$ cat config.mk
export PLATFORM = sky130hd
export DESIGN_NAME = ppg_sqrt_cell
export DESIGN_NICKNAME = d
export VERILOG_FILES = /design/src/rtl/plasma_pixel_generator_defines.svh /design/src/rtl/ppg_pkg.sv /design/src/rtl/ppg_sqrt_cell.sv
export SDC_FILE = /design/constraint.sdc
export NUM_CORES = 1
export LEC_CHECK = 0
export ABC_AREA = 1
export BUFFER_PORTS_ARGS = -buffer_cell sky130_fd_sc_hd__buf_2
export CORE_ASPECT_RATIO = 1.5
export CORE_MARGIN = 2
export CORE_UTILIZATION = 60
export CTS_BUF_LIST = sky130_fd_sc_hd__clkbuf_8 sky130_fd_sc_hd__clkbuf_16
export DETAILED_ROUTE_END_ITERATION = 7
export MAX_ROUTING_LAYER = met4
export PLACE_DENSITY = 0.85
export SYNTH_ARGS = -nofsm -noshare
export SYNTH_HDL_FRONTEND = slang
export SYNTH_SLANG_ARGS = --single-unit
$ cat constraint.sdc
create_clock -name clk -period 9.3 [get_ports clk]
set_clock_uncertainty 0.2 [all_clocks]
set_input_delay 1.395 -clock clk [delete_from_list [all_inputs] [get_ports clk]]
set_output_delay 1.395 -clock clk [all_outputs]
set_load 0.01 [all_outputs]
$ cat src/rtl/plasma_pixel_generator_defines.svh
// ----------------------------------------------------------------------------
// plasma pixel generator assertion macros
// shared property wrappers for the plasma pipeline checks
// ----------------------------------------------------------------------------
`ifndef PLASMA_PIXEL_GENERATOR_DEFINES_SVH
`define PLASMA_PIXEL_GENERATOR_DEFINES_SVH

// same-cycle implication, clocked on clk and held off during reset
`define PPG_ASSERT_IMP(lbl, ante, cons, msg) \
  lbl: assert property (@(posedge clk) disable iff (!rst_n) (ante) |-> (cons)) else $error(msg);

// next-cycle implication, clocked on clk and held off during reset
`define PPG_ASSERT_NXT(lbl, ante, cons, msg) \
  lbl: assert property (@(posedge clk) disable iff (!rst_n) (ante) |=> (cons)) else $error(msg);

`endif

$ cat src/rtl/ppg_pkg.sv
// ----------------------------------------------------------------------------
// ppg_pkg
// types, constants and helpers shared by the plasma pixel pipeline
// ----------------------------------------------------------------------------
`timescale 1ns / 1ps

package ppg_pkg;

  // phase and frequency scalers (Q16 turns)
  localparam logic [26:0] K_TIME  = 27'd104995626;
  localparam logic [16:0] K_DOT   = 17'd106807;
  localparam logic [17:0] K_RING  = 18'd160211;

  // quarter-wave polynomial coefficients, Q30
  localparam logic [30:0] C9 = 31'd172272;
  localparam logic [30:0] POLY_COEF [4] = '{31'd5026995, 31'd85569306,
                                             31'd693598668, 31'd1686629713};

  localparam logic [15:0] QUARTER   = 16'd16384;
  localparam int unsigned SIN_LAT   = 7;
  localparam int unsigned SQRT_STEPS = 27;

  typedef logic signed [16:0] trig_t;

  // one beat through a polynomial cell
  typedef struct packed {
    logic [30:0] x;
    logic [30:0] x2;
    logic [30:0] p;
    logic        neg;
  } poly_beat_t;

  // one beat through a square root cell
  typedef struct packed {
    logic [53:0] n;
    logic [53:0] res;
  } sqrt_beat_t;

  // (v + 32768) >> 1
  function automatic logic [15:0] half_term(trig_t v);
    logic signed [17:0] t;
    t = 18'(v) + 18'sd32768;
    return t[16:1];
  endfunction

  // ((v + 32768) * 255) >> 16
  function automatic logic [7:0] to_channel(trig_t v);
    logic signed [17:0] t;
    logic [24:0] m;
    t = 18'(v) + 18'sd32768;
    m = 25'(t[16:0]) * 25'd255;
    return m[23:16];
  endfunction

endpackage

$ cat src/rtl/ppg_sqrt_cell.sv
// ----------------------------------------------------------------------------
// ppg_sqrt_cell
// one digit of the restoring integer square root
// ----------------------------------------------------------------------------
`timescale 1ns / 1ps

module ppg_sqrt_cell #(
  parameter int unsigned BIT_POS = 0
) (
  input  logic                clk,
  input  logic                ce,
  input  ppg_pkg::sqrt_beat_t beat_i,
  output ppg_pkg::sqrt_beat_t beat_o
);
  import ppg_pkg::*;

  localparam logic [53:0] BIT_VAL = 54'd1 << BIT_POS;

  logic [53:0] trial;
  sqrt_beat_t  beat_nxt;
  sqrt_beat_t  beat_r;

  // try this digit, keep the remainder if it fits
  always_comb begin
    trial = beat_i.res + BIT_VAL;
    if (beat_i.n >= trial) begin
      beat_nxt.n   = beat_i.n - trial;
      beat_nxt.res = (beat_i.res >> 1) + BIT_VAL;
    end else begin
      beat_nxt.n   = beat_i.n;
      beat_nxt.res = beat_i.res >> 1;
    end
  end

  always_ff @(posedge clk) begin
    if (ce) begin
      beat_r <= beat_nxt;
    end
  end

  assign beat_o = beat_r;

endmodule

Yosys cells after proc, flatten, opt, wreduce, memory -nomap -nowiden. Index checks and enable logic that the tools add are counted.

Bits in writable memories: 0. Bits in read-only memories: 0. Input port bits: 110. Bits in registers: 108. Logic and storage cells: 8. Memories kept: 0. Bits in latches: 0. Output and inout port bits: 108.

Shift-type cells: 0. Reductions and logical operators: 0. Mux-type cells: 1. Div/mod/pow operators: 0. $mul: 0. Add/subtract/negate cells: 3. Eq/ne operators: 0. Magnitude comparators: 1. Bitwise operators: 0.

Operator list (count): $mux W108 (1); $add A53 B1 Y54 const B (1); $add A54 B1 Y54 const B (1); $ge A54 B54 Y1 (1); $sub A54 B54 Y54 (1).

Depth between registers and ports, before layout.
Depth in word-level cells: 3. Depth in mapped cells: 27. Depth with buffers taken out: 25.

Worst setup path after synthesis. No wires, ideal clock.

Kind: input to register. Start point: input beat_i[1] (netlist name). End point: register beat_r (netlist bit beat_o[17]), data pin. Stages: 24. Required time: 8.840 ns. Buffers on the path: 3. Setup time: 0.260 ns. Slack: 4.530 ns. Arrival: 4.310 ns. Cell sequence: ha_1 > buf_2 > inv_1 > nor2_2 > inv_1 > nor2_2 > inv_1 > nor2_1 > inv_1 > nor2_1 > nand2_1 > xor2_1 > ha_1 > nand2_1 > nor2_1 > inv_2 > nor2_2 > nand2_1 > nor2_1 > nand3_2 > nand3_2 > buf_6 > buf_4 > o21ai_1.

RTL lines: from (decl) (RTL line ppg_sqrt_cell.sv:12) `input ppg_pkg::sqrt_beat_t beat_i,`; to (signal assigned) (RTL line ppg_sqrt_cell.sv:37) `beat_r <= beat_nxt;`; to (decl) (RTL line ppg_sqrt_cell.sv:21) `sqrt_beat_t beat_r;`.

==> results.json <==
{
  "outcome": "complete, no violations",
  "grt_setup_unrepaired": "no",
  "floorplan.io_pins": 218,
  "final-hold-violation-count": 0,
  "cts_hold_buf": 0,
  "crit_path_max_fanout": 94,
  "port-buffer-count": 217,
  "clkSinkCount": 108,
  "synth.avg_cell_area_um2": 6.208,
  "maxSlewHeadroom_pct": 26.62,
  "detailedRoute.firstPassIterationCount": 8,
  "first_global_vias": 13150,
  "finalWeightedCongestion": 1.150,
  "crit_path_start": "beat_i[1]",
  "postSynthRegisterBits": 108,
  "max_fclk_mhz": 135.7,
  "grt_util_all_layers_pct": 46.24,
  "core_region_area_um2": 19630,
  "synth_cell_type_count": 34,
  "drt-vias-per-instance": 5.684,
  "power_switching_w": 0.0006857,
  "final.period_utilization_pct": 79.23,
  "drt-initial-drc-count": 1151,
  "worst_slew_pin_slew_ps": 1101,
  "maximum_number_of_pins_on_one_net_before_global_route_repair": 95,
  "detailedPlacementHpwl_um": 39030,
  "num_vias": 13573,
  "first_pass_grt_wire_length_um": 70410,
  "postRouteAntennaNets": 0,
  "report.final.setup_viol": 0,
  "criticalPathCategory": "input port to register",
  "remaining_global_route_overflow": 0,
  "initial_utilization_pct": 60.76,
  "cts_root_buf": "sky130_fd_sc_hd__clkbuf_16",
  "floorplan.die.width_um": 119.1,
  "cts_htree_levels": 3,
  "cts_setup_buffers": 0,
  "timing.hold.worst.class": "input port to register",
  "path_clk_slew_ps": 100,
  "final.setup.tns_ps": 0,
  "comb_power_share_pct": 37.9,
  "ys_warn_count": 0,
  "floorplan.die_area_um2": 21040,
  "worstSetupEndpointType": "register",
  "floorplan.rows": 63,
  "tritoncts_clock_tree": "built",
  "die_h_um": 176.7,
  "cap_violations": 0,
  "seq_power_share_pct": 37.0,
  "synthCells": 1921,
  "dpl_cell_area_um2": 13160,
  "fraction_of_final_layout_cells_with_drive_strength_greater_than_1_pct": 12.41,
  "swShare_pct": 39.65,
  "worst_ep_required_time_ps": 9350,
  "yosysSeqAreaShare_pct": 27.19,
  "routedWlPerCell_um": 19.94,
  "p_clk_share_pct": 25.0,
  "finalCoreUtilization_pct": 68.57,
  "mappedNetlistNets": 2088,
  "non_filler_cell_area_final_um2": 13460,
  "syn2layout_area_growth_pct": 12.85,
  "initial_antenna_violation_count": 0,
  "timing.hold.worst.start": "beat_i[105]",
  "internal_power_w": 0.001044,
  "power.leakage_nw": 7.109,
  "syn_area_um2": 11930,
  "cts.repair.resized": 0,
  "worstHoldPathCells": 3,
  "numCtsBuffers": 9,
  "largest_register_ff_count": 108,
  "critPathLaunchType": "input port",
  "cts.path.max_buffers": 2,
  "num_antenna_cells": 0,
  "finalWorstPathRequiredPeriod_ps": 7368,
  "maxSlewViolCount": 0,
  "power_density_nw_per_um2": 128.5,
  "worst-endpoint-arrival_ps": 7420,
  "wirelength_um": 47620,
  "finalNetCount": 2290,
  "maximum_vdd_drop_mv": 0.1202,
  "detail_route.drc_violations": 0
}
## area by class of cell
class                           instances  area [um2]
Timing Repair Buffer                  221        1131
Fill cell                            1828        6168
Sequential cell                       108        3243
Multi-Input combinational cell       1403        7036
Clock buffer                            9       225.2
Clock inverter                          7       72.57
Inverter                              380        1426
Tap cell                              260       325.3
## kinds of logic (layout without fill, tap and decap cells)
logic type / count (synthesis) / in the layout / share of synthesized area [%]
flip-flops: 108 / 108 / 27.19
AO/OA/AOI/OAI: 117 / 117 / 5.004
XOR/XNOR: 129 / 129 / 9.473
AND/OR/NAND/NOR: 1100 / 1100 / 38.41
buffers and inverters: 410 / 617 / 13.88
adder cells (fa/ha/maj): 57 / 57 / 6.043
## power by group through the flow
| stage | registers (W) | clock network (W) | logic [W] |
|---|---|---|---|
| 6_report | 0.000641 | 0.000433 | 0.000656 |
| 5_1_grt | 0.000645 | 0.000440 | 0.000713 |
| 4_1_cts | 0.000640 | 0.000426 | 0.000641 |
| 3_5_place_dp | 0.000649 | 0 | 0.000638 |
| 3_3_place_gp | 0.000650 | 0 | 0.000625 |
| 2_1_floorplan | 0.000685 | 0 | 0.000369 |
## metal layers
metal  share of wire, %  track usage, %
met1                 32           45.50
met2                 47           76.89
met3                8.7           7.571
met4                 12           44.10
met5                  0               -
## worst paths after layout
kind | slack, ps | end
setup / recovery | 1930 | beat_o[94]
hold / removal | 1140 | beat_o[105]
## synth_stat cells, drive strengths merged
library cell    n  area share (%)
nand3b         14            0.91
o21bai          2            0.13
inv           380              12
a21o            1           0.063
xnor2           3            0.22
nand4          56             2.9
xor2          126             9.3
nor4            2            0.10
ha             56             5.9
o21ai          82             3.4
nor3b           1           0.063
fa              1            0.17
nor2          180             6.0
a21oi          32             1.4
nor3           42             1.8
nand3          99             4.2
nand2         703              22
or2             1           0.052
clkbuf          8            0.25
buf            22             1.7
edfxtp        108              27
and2            2            0.10
## placed cells by master (no fill, tap or decap), types with 2 or more instances in the layout
cell type / netlist / layout
sky130_fd_sc_hd__a21oi_1: 31 / 31
sky130_fd_sc_hd__and2_1: 2 / 2
sky130_fd_sc_hd__buf_2: 3 / 216
sky130_fd_sc_hd__buf_4: 6 / 4
sky130_fd_sc_hd__clkbuf_16: 0 / 9
sky130_fd_sc_hd__edfxtp_1: 108 / 108
sky130_fd_sc_hd__ha_1: 56 / 56
sky130_fd_sc_hd__inv_1: 374 / 374
sky130_fd_sc_hd__inv_2: 6 / 6
sky130_fd_sc_hd__inv_6: 0 / 3
sky130_fd_sc_hd__nand2_1: 702 / 702
sky130_fd_sc_hd__nand3_1: 97 / 97
sky130_fd_sc_hd__nand3b_1: 13 / 13
sky130_fd_sc_hd__nand4_1: 56 / 56
sky130_fd_sc_hd__nor2_1: 166 / 166
sky130_fd_sc_hd__nor2_2: 13 / 13
sky130_fd_sc_hd__nor3_1: 40 / 40
sky130_fd_sc_hd__nor3_2: 2 / 2
sky130_fd_sc_hd__nor4_1: 2 / 2
sky130_fd_sc_hd__o21ai_0: 10 / 10
sky130_fd_sc_hd__o21ai_1: 72 / 72
sky130_fd_sc_hd__o21bai_1: 2 / 2
sky130_fd_sc_hd__xnor2_1: 3 / 3
sky130_fd_sc_hd__xor2_1: 126 / 126
## critical path, stage by stage
cell,delay [ps]
sky130_fd_sc_hd__buf_2,180
sky130_fd_sc_hd__ha_1,320
sky130_fd_sc_hd__inv_1,100
sky130_fd_sc_hd__nor2_2,240
sky130_fd_sc_hd__inv_1,100
sky130_fd_sc_hd__nor2_2,300
sky130_fd_sc_hd__inv_1,110
sky130_fd_sc_hd__nor2_1,390
sky130_fd_sc_hd__inv_1,80
sky130_fd_sc_hd__nor2_1,300
sky130_fd_sc_hd__nand2_1,110
sky130_fd_sc_hd__xor2_1,170
sky130_fd_sc_hd__ha_1,360
sky130_fd_sc_hd__nand2_1,110
sky130_fd_sc_hd__nor2_1,190
sky130_fd_sc_hd__inv_2,80
sky130_fd_sc_hd__nor2_2,120
sky130_fd_sc_hd__nand2_1,110
sky130_fd_sc_hd__nor2_1,170
sky130_fd_sc_hd__nand3_2,620
sky130_fd_sc_hd__nand3_4,1060
sky130_fd_sc_hd__buf_12,410
sky130_fd_sc_hd__nand3_1,160
sky130_fd_sc_hd__nand2_1,110
## metrics by stage
| stage | setup WS [ps] | std cells | hold WS [ps] | total power (W) |
|---|---|---|---|---|
| after global placement | 1820 | 2372 | 1539 | 0.001275 |
| final | 1932 | 2388 | 1143 | 0.001729 |
| after floorplan | 4530 | 1921 | 1308 | 0.001054 |
| after CTS | 2089 | 2388 | 1135 | 0.001706 |
| after detailed placement | 1721 | 2372 | 1545 | 0.001287 |
| after global routing | 1647 | 2388 | 1148 | 0.001797 |
Power figures use the tool's default switching activity.
